$ cat src/sv/pac_pkg.sv
// ----------------------------------------------------------------------------
// pac_pkg: shared types and constants
// Field widths, letter bounds and the control bundle handed to each cell.
// ----------------------------------------------------------------------------
package pac_pkg;

   localparam int BYTE_W   = 8;
   localparam int PERIOD_W = 5;
   localparam int MATCH_W  = 24;

   localparam logic [BYTE_W-1:0]   CHAR_LO          = 8'h61;
   localparam logic [BYTE_W-1:0]   CHAR_HI          = 8'h7a;
   localparam logic [PERIOD_W-1:0] MAX_PERIOD_RESET = 5'd16;

   typedef struct packed {
      logic accept;
      logic last_txn;
      logic shift_snap;
   } pac_ctl_type;

   function automatic logic lower_char(input logic [BYTE_W-1:0] b);
      return (b >= CHAR_LO) && (b <= CHAR_HI);
   endfunction

endpackage

$ cat src/sv/pac_cell.sv
// ----------------------------------------------------------------------------
// pac_cell: one period of the coincidence chain
// Holds one history byte and its counter, and one snapshot slot of the drain.
// ----------------------------------------------------------------------------
module pac_cell import pac_pkg::*; #(
   parameter int COUNT_BITS = 24
) (
   input  logic                  clock,
   input  logic                  reset,
   input  pac_ctl_type           ctl,
   input  logic [BYTE_W-1:0]     new_byte,
   input  logic [BYTE_W-1:0]     shift_byte,
   input  logic                  shift_vld,
   input  logic [COUNT_BITS-1:0] snap_cnt_next,
   input  logic                  snap_long_next,
   output logic [BYTE_W-1:0]     hist_byte,
   output logic                  hist_vld,
   output logic [COUNT_BITS-1:0] snap_cnt,
   output logic                  snap_long
);

   logic [BYTE_W-1:0]     hist_ff,      hist_in;
   logic                  vld_ff,       vld_in;
   logic [COUNT_BITS-1:0] cnt_ff,       cnt_in;
   logic [COUNT_BITS-1:0] snap_cnt_ff,  snap_cnt_in;
   logic                  snap_long_ff, snap_long_in;
   logic                  hit;
   logic [COUNT_BITS-1:0] cnt_inc;

   assign hit = vld_ff && lower_char(hist_ff) && lower_char(new_byte)
                && (hist_ff == new_byte);
   assign cnt_inc = (hit && !(&cnt_ff)) ? cnt_ff + 1'b1 : cnt_ff;

   always_comb begin
      hist_in      = hist_ff;
      vld_in       = vld_ff;
      cnt_in       = cnt_ff;
      snap_cnt_in  = snap_cnt_ff;
      snap_long_in = snap_long_ff;
      if (ctl.accept) begin
         if (ctl.last_txn) begin
            // snapshot the finished text, clear for the next one
            hist_in      = '0;
            vld_in       = 1'b0;
            cnt_in       = '0;
            snap_cnt_in  = cnt_inc;
            snap_long_in = !shift_vld;
         end else begin
            hist_in = shift_byte;
            vld_in  = shift_vld;
            cnt_in  = cnt_inc;
         end
      end
      if (ctl.shift_snap) begin
         snap_cnt_in  = snap_cnt_next;
         snap_long_in = snap_long_next;
      end
   end

   always_ff @(posedge clock) begin
      if (reset) begin
         vld_ff <= 1'b0;
         cnt_ff <= '0;
      end else begin
         vld_ff <= vld_in;
         cnt_ff <= cnt_in;
      end
      hist_ff      <= hist_in;
      snap_cnt_ff  <= snap_cnt_in;
      snap_long_ff <= snap_long_in;
   end

   assign hist_byte = hist_ff;
   assign hist_vld  = vld_ff;
   assign snap_cnt  = snap_cnt_ff;
   assign snap_long = snap_long_ff;

endmodule

$ cat config.mk
export PLATFORM = sky130hd
export DESIGN_NAME = pac_cell
export DESIGN_NICKNAME = d
export VERILOG_FILES = /design/src/sv/pac_pkg.sv /design/src/sv/pac_cell.sv
export SDC_FILE = /design/constraint.sdc
export NUM_CORES = 1
export LEC_CHECK = 0
export BUFFER_PORTS_ARGS = -buffer_cell sky130_fd_sc_hd__buf_4
export CORE_MARGIN = 3
export CORE_UTILIZATION = 35
export CTS_CLUSTER_DIAMETER = 100
export DETAILED_ROUTE_END_ITERATION = 6
export GPL_TIMING_DRIVEN = 0
export HOLD_SLACK_MARGIN = 0.12
export SYNTH_ARGS = -nofsm -noshare
export SYNTH_HDL_FRONTEND = slang
export SYNTH_SLANG_ARGS = --single-unit
$ cat constraint.sdc
create_clock -name clock -period 2.6 [get_ports clock]
set_clock_uncertainty 0.2 [all_clocks]
set_input_delay 0.13 -clock clock [delete_from_list [all_inputs] [get_ports clock]]
set_output_delay 0.13 -clock clock [all_outputs]
set_load 0.03 [all_outputs]
==> impl_results.html, run 1 <==
<table>
<tr><th>Metric</th><th>Value</th></tr>
<tr><th colspan="2">Placed design</th></tr>
<tr><td>Detail Placement HPWL</td><td>7600 um</td></tr>
<tr><td>Instance area at placement</td><td>4150 sq um</td></tr>
<tr><td>Number of placed instances, taps included</td><td>587</td></tr>
<tr><td>Setup slack at placement</td><td>-0.331 ns</td></tr>
<tr><td>Routability congestion estimate</td><td>0.937</td></tr>
<tr><td>Port buffer count</td><td>78</td></tr>
<tr><th colspan="2">Floorplan</th></tr>
<tr><td>Io pins</td><td>81</td></tr>
<tr><td>Area of the die</td><td>10,900 sq um</td></tr>
<tr><td>Initial Utilization</td><td>0.364</td></tr>
<tr><td>Cell row count</td><td>35</td></tr>
<tr><td>Placeable core region</td><td>9330 sq um</td></tr>
<tr><td>Width of the die</td><td>104 um</td></tr>
<tr><td>Floorplan die height</td><td>104 um</td></tr>
<tr><th colspan="2">Drt</th></tr>
<tr><td>Iteration count of the initial detailed-routing pass</td><td>5</td></tr>
<tr><td>Average wire length per cell after detail routing</td><td>16.8 um</td></tr>
<tr><td>Initial DRC Count</td><td>213</td></tr>
<tr><td>Per-cell via count in the routed design</td><td>5.33</td></tr>
<tr><td>Post-detailed-route DRC marker count</td><td>0</td></tr>
<tr><td>Detailed-route via count</td><td>3,515</td></tr>
<tr><td>Post-route antenna net violation count</td><td>0</td></tr>
<tr><td>Total Wirelength</td><td>11,100 um</td></tr>
<tr><th colspan="2">Power and ir drop</th></tr>
<tr><td>Power share of the clock group</td><td>0.360</td></tr>
<tr><td>Leak Pwr</td><td>0.00192 uW</td></tr>
<tr><td>Proportion of total power due to net switching</td><td>0.281</td></tr>
<tr><td>Internal Power</td><td>1680 uW</td></tr>
<tr><td>Register share of total power</td><td>0.447</td></tr>
<tr><td>Comb pwr share</td><td>0.194</td></tr>
<tr><td>IR Drop Worst-Case VDD</td><td>0.217 mV</td></tr>
<tr><td>Power Density</td><td>464 nW/um^2</td></tr>
<tr><td>Switch Pwr</td><td>657 uW</td></tr>
<tr><th colspan="2">GRT</th></tr>
<tr><td>First-pass GRT wire length</td><td>17,500 um</td></tr>
<tr><td>Largest net degree at the start of global routing</td><td>26</td></tr>
<tr><td>Via count of the first global-routing pass</td><td>3,462</td></tr>
<tr><td>Gr usage total</td><td>0.199</td></tr>
<tr><td>Antenna violations before repair</td><td>0</td></tr>
<tr><td>Residual overflow from global routing</td><td>0</td></tr>
<tr><th colspan="2">Setup path</th></tr>
<tr><td>CP max FO</td><td>10</td></tr>
<tr><td>Slowest library cell on the worst path</td><td>sky130_fd_sc_hd__nor4_4</td></tr>
<tr><td>Worst path cell trace</td><td>buf_2 &gt; nand4_1 &gt; nor4_4 &gt; nand2_2 &gt; buf_4 &gt; nand4b_1 &gt; xor2_2 &gt; o21ai_0</td></tr>
<tr><td>Kind of end point of the critical path</td><td>flop</td></tr>
<tr><td>Setup CP Type</td><td>flop to flop</td></tr>
<tr><td>CP Data Required Time</td><td>2.48 ns</td></tr>
<tr><td>Launching element type of the critical path</td><td>flop</td></tr>
<tr><td>Slowest Stage Delay on Critical Path</td><td>0.42 ns</td></tr>
<tr><td>Signal arrival time at the worst endpoint</td><td>2.40 ns</td></tr>
<tr><th colspan="2">Job</th></tr>
<tr><td>Max-cap violation count</td><td>0</td></tr>
<tr><th colspan="2">Clocking</th></tr>
<tr><td>Number of buffers on the longest clock path</td><td>2</td></tr>
<tr><td>Number of levels the H-tree was split into</td><td>3</td></tr>
<tr><td>Worst-skew pair later-pin latency</td><td>0.34 ns</td></tr>
<tr><td>Number of sinks driven by the clock tree</td><td>58</td></tr>
<tr><td>CTS clk-pin slew, worst paths</td><td>0.07 ns</td></tr>
<tr><td>Total CTS buffers</td><td>9</td></tr>
<tr><td>Root buf cell</td><td>sky130_fd_sc_hd__clkbuf_8</td></tr>
<tr><td>CTS tree</td><td>yes</td></tr>
<tr><th colspan="2">Yosys</th></tr>
<tr><td>Cell type contributing the most total cell area after synthesis</td><td>sky130_fd_sc_hd__edfxtp_1</td></tr>
<tr><td>Leading cell types by total area after synthesis</td><td>sky130_fd_sc_hd__edfxtp_1 29%, sky130_fd_sc_hd__dfxtp_1 15%, sky130_fd_sc_hd__nand2_1 6.0%</td></tr>
<tr><td>Portion of netlist area occupied by mux cells</td><td>0.0240</td></tr>
<tr><td>Number of enable-type register cells in the synthesized netlist</td><td>33</td></tr>
<tr><td>Combinational family with the most area after synthesis</td><td>simple AND/OR/NAND/NOR gates</td></tr>
<tr><td>Register bit count reported by yosys</td><td>58</td></tr>
<tr><td>Area fraction in compound gates after synthesis</td><td>0.141</td></tr>
<tr><td>Number of warnings issued by yosys</td><td>0</td></tr>
<tr><td>Most used flip-flop cell after synthesis</td><td>sky130_fd_sc_hd__edfxtp_1</td></tr>
<tr><td>Area share of the largest cell type after synthesis</td><td>0.292</td></tr>
<tr><td>Count of mapped cells out of synthesis</td><td>380</td></tr>
<tr><td>Average cell area after synthesis</td><td>8.93 sq um</td></tr>
<tr><td>Share of synthesized cell area in full adder, half adder and majority cells</td><td>0.00369</td></tr>
<tr><td>Proportion of synthesized flip-flops having asynchronous set or reset</td><td>0</td></tr>
<tr><td>Post-synthesis sequential area ratio</td><td>0.440</td></tr>
<tr><td>Net count of the mapped netlist</td><td>428</td></tr>
<tr><td>Synthesized cell area</td><td>3390 sq um</td></tr>
<tr><td>Xor and xnor area share after synthesis</td><td>0.0491</td></tr>
<tr><td>Post-synthesis simple-gate area fraction</td><td>0.300</td></tr>
<tr><td>Distinct cell type count after synthesis</td><td>51</td></tr>
<tr><th colspan="2">Timing</th></tr>
<tr><td>Number of endpoints with negative hold slack in the final report</td><td>0</td></tr>
<tr><td>Final WS setup</td><td>0.0777 ns</td></tr>
<tr><td>Slew Viols, Final</td><td>0</td></tr>
<tr><td>Normalized max-slew margin</td><td>0.271</td></tr>
<tr><td>Worst Tran Pin Value</td><td>1.09 ns</td></tr>
<tr><td>Sum Neg Setup Slack</td><td>0 ns</td></tr>
<tr><td>Total setup violations reported at the end of the flow</td><td>0</td></tr>
<tr><td>Worst slack on hold paths</td><td>0.204 ns</td></tr>
<tr><td>Final Critical Period</td><td>2.52 ns</td></tr>
<tr><td>Highest clock frequency the design can meet</td><td>0.396 GHz</td></tr>
<tr><td>Period utilization</td><td>0.970</td></tr>
<tr><th colspan="2">Cells and area</th></tr>
<tr><td>Layout-stage area growth over the synthesis result</td><td>48.7%</td></tr>
<tr><td>Share of layout cells above drive strength 1</td><td>0.298</td></tr>
<tr><td>Number of nets at the end of the flow</td><td>574</td></tr>
<tr><td>Post-route cell area</td><td>5040 sq um</td></tr>
<tr><td>Antenna Diode Count</td><td>0</td></tr>
<tr><td>Final Non-Filler Cells</td><td>660</td></tr>
<tr><th colspan="2">Worst hold path</th></tr>
<tr><td>Path class of the lowest-slack min-delay path</td><td>input pin to flop</td></tr>
<tr><th colspan="2">Outcome</th></tr>
<tr><td>Result of the run</td><td>finished, final reports clean</td></tr>
</table>
## layout by cell type, fill, tap and decap left out, types with 15 or more instances in the layout
cell	netlist	routed
sky130_fd_sc_hd__nand3_1	20	18
sky130_fd_sc_hd__o21ai_0	27	27
sky130_fd_sc_hd__nand4_1	15	15
sky130_fd_sc_hd__dfxtp_1	25	22
sky130_fd_sc_hd__edfxtp_1	33	33
sky130_fd_sc_hd__clkbuf_1	21	16
sky130_fd_sc_hd__dlygate4sd3_1	0	38
sky130_fd_sc_hd__nand2_1	54	51
sky130_fd_sc_hd__buf_4	0	101
## cell families after synthesis
logic type	count (synthesis)
DFF	58
muxes	8
adders and majority gates	1
buffers and inverters	37
and+or+nand+nor	180
AOI/OAI and AO/OA	77
xor gates and xnor gates	19
## metrics by stage
| step | utilization | power, uW |
|---|---|---|
| 3_5_place_dp | 0.444 | 1440 |
| 3_3_place_gp | 0.444 | 1430 |
| 4_1_cts | 0.517 | 2320 |
| 6_report | 0.541 | 2340 |
| 2_1_floorplan | - | 1260 |
| 5_1_grt | 0.541 | 2420 |
## per-layer routing
layer / share of wire / GRT usage / wire [um] / vias to the layer above
met5: 0 / 0 / 0 / -
met2: 0.48 / 0.338 / 5320 / 115
met1: 0.44 / 0.252 / 4920 / 1668
met4: 0.022 / 0.0741 / 239 / 0
li1: - / - / - / 1713
met3: 0.055 / 0.0379 / 614 / 19
## final timing paths
path / startpoint / end / slack [ns] / cells after the start
worst max-delay path: cnt_ff[8]$_SDFFE_PP0P_ / snap_cnt[19]$_DFFE_PP_ / 0.08 / 8
worst min-delay path: ctl[1] / hist_byte[2]$_SDFFCE_PP0P_ / 0.20 / 3
worst max register to register: cnt_ff[8]$_SDFFE_PP0P_ / snap_cnt[19]$_DFFE_PP_ / 0.08 / 8
worst min register to register: hist_vld$_SDFFE_PP0P_ / hist_vld$_SDFFE_PP0P_ / 0.30 / 2
## synth_stat cells (all sizes together) (2+ instances only)
library cell,number
a21oi,13
a311o,2
a31oi,14
and3,4
and4,4
buf,7
clkbuf,22
dfxtp,25
edfxtp,33
inv,8
mux2i,7
nand2,54
nand3,22
nand3b,3
nand4,15
nand4b,4
nor2,12
nor2b,13
nor3,7
nor4,8
o211ai,9
o21ai,27
o21ba,2
o22a,2
or2,3
or3,11
or4,14
xnor2,8
xor2,11
## area by class of cell
type,instances,area [sq um]
plain buffers,26,125
clock buffers,10,138
clock inverters,6,56.3
fillers,875,4280
inverters,8,30.0
multi-input cells,285,1900
flip-flops and latches,58,1500
well taps,129,161
repair buffers,138,1140
## flip-flops by register name, indices dropped and copies added, names as in the netlist
| signal | flops |
|---|---|
| cnt_ff | 24 |
| snap_cnt | 24 |
| hist_byte | 8 |
| hist_vld | 1 |
| snap_long | 1 |
## timing repair
| action | 4_1_cts | 5_1_grt |
|---|---|---|
| endpoints found under the setup margin | 44 | 25 |
| buffers inserted | 7 | 15 |
| gates resized for setup | 12 | 28 |
| endpoints found under the hold margin | 48 | 0 |
| hold buffers | 38 | 0 |
| pin swaps | 4 | 5 |
## worst max-delay path: cells and delay by family, from the launching register on
| family | cells | cell delay [ns] |
|---|---|---|
| buffers and inverters | 2 | 0.40 |
| AO/OA/AOI/OAI | 1 | 0.10 |
| AND/OR/NAND/NOR | 4 | 1.04 |
| flip-flops | 1 | 0.30 |
| XOR/XNOR | 1 | 0.22 |
## power by group through the flow
stage / combinational [uW] / clock (uW) / sequential, uW
floorplan: 101 / 0 / 1160
global placement: 367 / 0 / 1060
detailed placement: 371 / 0 / 1070
CTS: 422 / 856 / 1050
global route: 482 / 890 / 1050
finish: 454 / 842 / 1050
Note: power is estimated with default switching activity, not from simulation.
==> inputs of run 2 (changes only) <==
--- a/config.mk
+++ b/config.mk
@@ -8,6 +8,7 @@
 export BUFFER_PORTS_ARGS = -buffer_cell sky130_fd_sc_hd__buf_4
 export CORE_MARGIN = 3
 export CORE_UTILIZATION = 35
+export CTS_BUF_LIST = sky130_fd_sc_hd__clkbuf_16
 export CTS_CLUSTER_DIAMETER = 100
 export DETAILED_ROUTE_END_ITERATION = 6
 export GPL_TIMING_DRIVEN = 0
==> run 2 against run 1 <==
Net effect:
- design area rose by 2.2%
- first-iteration DRC count is 10% lower
- register-to-register slack lost 0.04 ns
- power grew 14%
- clock power increased by 35%
- critical path type unchanged
==> impl_results.html, run 2 (synthesis gave the netlist of run 1 again) <==
<table>
<tr><th>Metric</th><th>Value</th></tr>
<tr><th colspan="2">Clocking</th></tr>
<tr><td>Worst-skew pair later-pin latency</td><td>0.33 ns (about the same)</td></tr>
<tr><td>CTS tree</td><td>yes</td></tr>
<tr><td>Total CTS buffers</td><td>9 (unchanged)</td></tr>
<tr><td>Root buf cell</td><td>sky130_fd_sc_hd__clkbuf_16</td></tr>
<tr><td>CTS clk-pin slew, worst paths</td><td>0.05 ns (-0.02 ns)</td></tr>
<tr><td>Number of buffers on the longest clock path</td><td>2 (unchanged)</td></tr>
<tr><td>Number of sinks driven by the clock tree</td><td>58 (unchanged)</td></tr>
<tr><td>Number of levels the H-tree was split into</td><td>3 (unchanged)</td></tr>
<tr><th colspan="2">Setup path</th></tr>
<tr><td>Launching element type of the critical path</td><td>flop</td></tr>
<tr><td>Setup CP Type</td><td>flop to flop</td></tr>
<tr><td>Reg-to-reg setup timing slack</td><td>0.04 ns (-0.04 ns)</td></tr>
<tr><td>CP max FO</td><td>6 (-4)</td></tr>
<tr><td>CP Data Required Time</td><td>2.64 ns (+0.16 ns)</td></tr>
<tr><td>Worst reg2reg endpoint</td><td>cnt_ff[23]$_SDFFE_PP0P_</td></tr>
<tr><td>Reg2reg path depth</td><td>7 (-1)</td></tr>
<tr><td>Kind of end point of the critical path</td><td>flop</td></tr>
<tr><td>Signal arrival time at the worst endpoint</td><td>2.61 ns (+0.21 ns)</td></tr>
<tr><td>Start of the worst register-to-register path</td><td>hist_byte[3]$_SDFFCE_PP0P_</td></tr>
<tr><th colspan="2">Power and ir drop</th></tr>
<tr><td>Leak Pwr</td><td>0.00198 uW (+3.1%)</td></tr>
<tr><td>Power Density</td><td>515 nW/um^2 (+11%)</td></tr>
<tr><td>Switch Pwr</td><td>698 uW (+6.1%)</td></tr>
<tr><td>IR Drop Worst-Case VDD</td><td>0.252 mV (+16%)</td></tr>
<tr><td>Internal Power</td><td>1960 uW (+16%)</td></tr>
<tr><td>Power after layout</td><td>2660 uW (+14%)</td></tr>
<tr><td>Comb pwr share</td><td>0.175 (-0.019)</td></tr>
<tr><td>Register share of total power</td><td>0.394 (-0.053)</td></tr>
<tr><td>Power share of the clock group</td><td>0.431 (+0.071)</td></tr>
<tr><td>Proportion of total power due to net switching</td><td>0.263 (-0.0182)</td></tr>
<tr><th colspan="2">Job</th></tr>
<tr><td>Max-cap violation count</td><td>0 (unchanged)</td></tr>
<tr><th colspan="2">Drt</th></tr>
<tr><td>Total Wirelength</td><td>11,200 um (+0.86%)</td></tr>
<tr><td>Post-route antenna net violation count</td><td>0 (unchanged)</td></tr>
<tr><td>Initial DRC Count</td><td>191 (-10%)</td></tr>
<tr><td>Average wire length per cell after detail routing</td><td>16.9 um (+0.70%)</td></tr>
<tr><td>Detailed-route via count</td><td>3,554 (+1.1%)</td></tr>
<tr><td>Post-detailed-route DRC marker count</td><td>0 (unchanged)</td></tr>
<tr><td>Iteration count of the initial detailed-routing pass</td><td>5 (unchanged)</td></tr>
<tr><td>Per-cell via count in the routed design</td><td>5.38 (+0.96%)</td></tr>
<tr><th colspan="2">Placed design</th></tr>
<tr><td>Routability congestion estimate</td><td>0.937 (unchanged)</td></tr>
<tr><td>Number of placed instances, taps included</td><td>587 (unchanged)</td></tr>
<tr><td>Port buffer count</td><td>78 (unchanged)</td></tr>
<tr><td>Detail Placement HPWL</td><td>7600 um (unchanged)</td></tr>
<tr><td>Instance area at placement</td><td>4150 sq um (unchanged)</td></tr>
<tr><th colspan="2">Floorplan</th></tr>
<tr><td>Floorplan die height</td><td>104 um (unchanged)</td></tr>
<tr><td>Cell row count</td><td>35 (unchanged)</td></tr>
<tr><td>Area of the die</td><td>10,900 sq um (unchanged)</td></tr>
<tr><td>Io pins</td><td>81 (unchanged)</td></tr>
<tr><td>Initial Utilization</td><td>0.364 (unchanged)</td></tr>
<tr><td>Width of the die</td><td>104 um (unchanged)</td></tr>
<tr><td>Placeable core region</td><td>9330 sq um (unchanged)</td></tr>
<tr><th colspan="2">Cells and area</th></tr>
<tr><td>Number of nets at the end of the flow</td><td>575 (+0.17%)</td></tr>
<tr><td>Most common cell after layout, fill and taps aside</td><td>sky130_fd_sc_hd__buf_4</td></tr>
<tr><td>Final Non-Filler Cells</td><td>661 (+0.15%)</td></tr>
<tr><td>Fraction of the core area covered by cells at the end of the flow</td><td>0.553 (+0.0119)</td></tr>
<tr><td>Share of layout cells above drive strength 1</td><td>0.297 (-0.000559)</td></tr>
<tr><td>Commonest non-fill, non-tap cells in the layout</td><td>104 x sky130_fd_sc_hd__buf_4, 52 x sky130_fd_sc_hd__nand2_1, 37 x sky130_fd_sc_hd__dlygate4sd3_1</td></tr>
<tr><td>Post-route cell area</td><td>5160 sq um (+2.2%)</td></tr>
<tr><td>Sequential cell area</td><td>1490 sq um (about the same)</td></tr>
<tr><td>Layout fillers</td><td>853 (-2.5%)</td></tr>
<tr><td>Area taken by multi-input logic gates</td><td>1910 sq um (+0.86%)</td></tr>
<tr><td>Layout-stage area growth over the synthesis result</td><td>52.0%</td></tr>
<tr><td>Antenna Diode Count</td><td>0 (unchanged)</td></tr>
<tr><th colspan="2">Timing</th></tr>
<tr><td>Number of endpoints with negative hold slack in the final report</td><td>0 (unchanged)</td></tr>
<tr><td>Worst Tran Pin Value</td><td>1.08 ns (-0.00611 ns)</td></tr>
<tr><td>Highest clock frequency the design can meet</td><td>0.390 GHz (-1.6%)</td></tr>
<tr><td>Period utilization</td><td>0.986 (+0.0155)</td></tr>
<tr><td>Slew Viols, Final</td><td>0 (unchanged)</td></tr>
<tr><td>Normalized max-slew margin</td><td>0.275 (+0.00408)</td></tr>
<tr><td>Final Critical Period</td><td>2.56 ns (+0.0403 ns)</td></tr>
<tr><td>Total setup violations reported at the end of the flow</td><td>0 (unchanged)</td></tr>
<tr><th colspan="2">Worst hold path</th></tr>
<tr><td>Path class of the lowest-slack min-delay path</td><td>input pin to flop</td></tr>
<tr><td>Launch point of the worst hold path</td><td>reset</td></tr>
<tr><td>Worst-case hold path end point</td><td>cnt_ff[19]$_SDFFE_PP0P_</td></tr>
<tr><td>Depth of the worst hold-timing path</td><td>4 (+1)</td></tr>
<tr><th colspan="2">GRT</th></tr>
<tr><td>First-pass GRT wire length</td><td>17,700 um (+0.91%)</td></tr>
<tr><td>Gr usage total</td><td>0.201 (+0.00147)</td></tr>
<tr><td>Antenna violations before repair</td><td>0 (unchanged)</td></tr>
<tr><td>Largest net degree at the start of global routing</td><td>26 (unchanged)</td></tr>
<tr><td>Residual overflow from global routing</td><td>0 (unchanged)</td></tr>
<tr><td>Via count of the first global-routing pass</td><td>3,462 (unchanged)</td></tr>
<tr><th colspan="2">Outcome</th></tr>
<tr><td>Result of the run</td><td>finished, final reports clean</td></tr>
</table>
run 2: cell count changes in the layout (fill, tap and decap cells not counted), moves of 2 or more:
cell,delta
sky130_fd_sc_hd__xnor2_2,+2
sky130_fd_sc_hd__buf_4,+3
sky130_fd_sc_hd__xor2_1,+2
sky130_fd_sc_hd__nand2_2,-2
sky130_fd_sc_hd__xnor2_1,-2
sky130_fd_sc_hd__xor2_2,-2
sky130_fd_sc_hd__clkbuf_8,-10
sky130_fd_sc_hd__clkbuf_16,+9
run 2: layout make-up:
class	instances	share of cell area
Clock inverter	7	0.0116
Timing Repair Buffer	139	0.223
Tap cell	129	0.0313
Buffer	26	0.0243
Clock buffer	9	0.0437
Multi-Input combinational cell	285	0.371
Inverter	8	0.00582
Sequential cell	58	0.290
run 2: worst max path at each step:
stage               cells past startpoint                  startpoint  slack (ns)                       to
floorplan                               6  hist_byte[7]$_SDFFCE_PP0P_        0.03   snap_cnt[17]$_DFFE_PP_
global placement                        8      cnt_ff[0]$_SDFFE_PP0P_       -0.34   snap_cnt[19]$_DFFE_PP_
detailed placement                      8     cnt_ff[19]$_SDFFE_PP0P_       -0.33   snap_cnt[19]$_DFFE_PP_
CTS                                     8      cnt_ff[9]$_SDFFE_PP0P_       -0.02   snap_cnt[22]$_DFFE_PP_
global route                            8  hist_byte[0]$_SDFFCE_PP0P_       -0.03    snap_cnt[5]$_DFFE_PP_
finish                                  7  hist_byte[3]$_SDFFCE_PP0P_        0.04  cnt_ff[23]$_SDFFE_PP0P_
run 2: through the flow:
step           hold WS (ns)  setup WS, ns  setup TNS (ns)
6_report              0.118        0.0373               0
5_1_grt               0.198       -0.0259          -0.171
4_1_cts               0.127       -0.0190         -0.0190
3_5_place_dp          0.212        -0.331           -5.42
3_3_place_gp          0.209        -0.335           -5.83
2_1_floorplan        0.0425        0.0316               0
run 2: worst max-delay path: stages, from the launching register on:
cell	delay, ns
sky130_fd_sc_hd__edfxtp_1	0.44
sky130_fd_sc_hd__xnor2_1	0.30
sky130_fd_sc_hd__nand2_4	0.13
sky130_fd_sc_hd__nor4_4	0.22
sky130_fd_sc_hd__buf_4	0.20
sky130_fd_sc_hd__nand4_1	0.21
sky130_fd_sc_hd__or4_1	0.58
sky130_fd_sc_hd__a31oi_1	0.20
run 2: what timing repair did:
action	4_1_cts	5_1_grt
setup endpoints to repair	44	24
hold endpoints to repair	47	0
pin swaps	4	7
hold buffers	37	0
cloned	0	0
setup buffers	7	17
resized for setup	13	29
run 2: routing by layer:
metal,up-vias,track usage,part of all wire
li1,1715,-,-
met1,1680,0.255,0.44
met2,138,0.344,0.49
met3,21,0.0341,0.054
met4,0,0.0684,0.016
met5,-,0,0
run 2: power by group through the flow:
stage | logic [uW] | clock network, uW | registers [uW]
after floorplan | 101 | 0 | 1160
after global placement | 367 | 0 | 1060
after detailed placement | 371 | 0 | 1070
after CTS | 421 | 1150 | 1050
after global routing | 493 | 1200 | 1050
final | 465 | 1140 | 1050
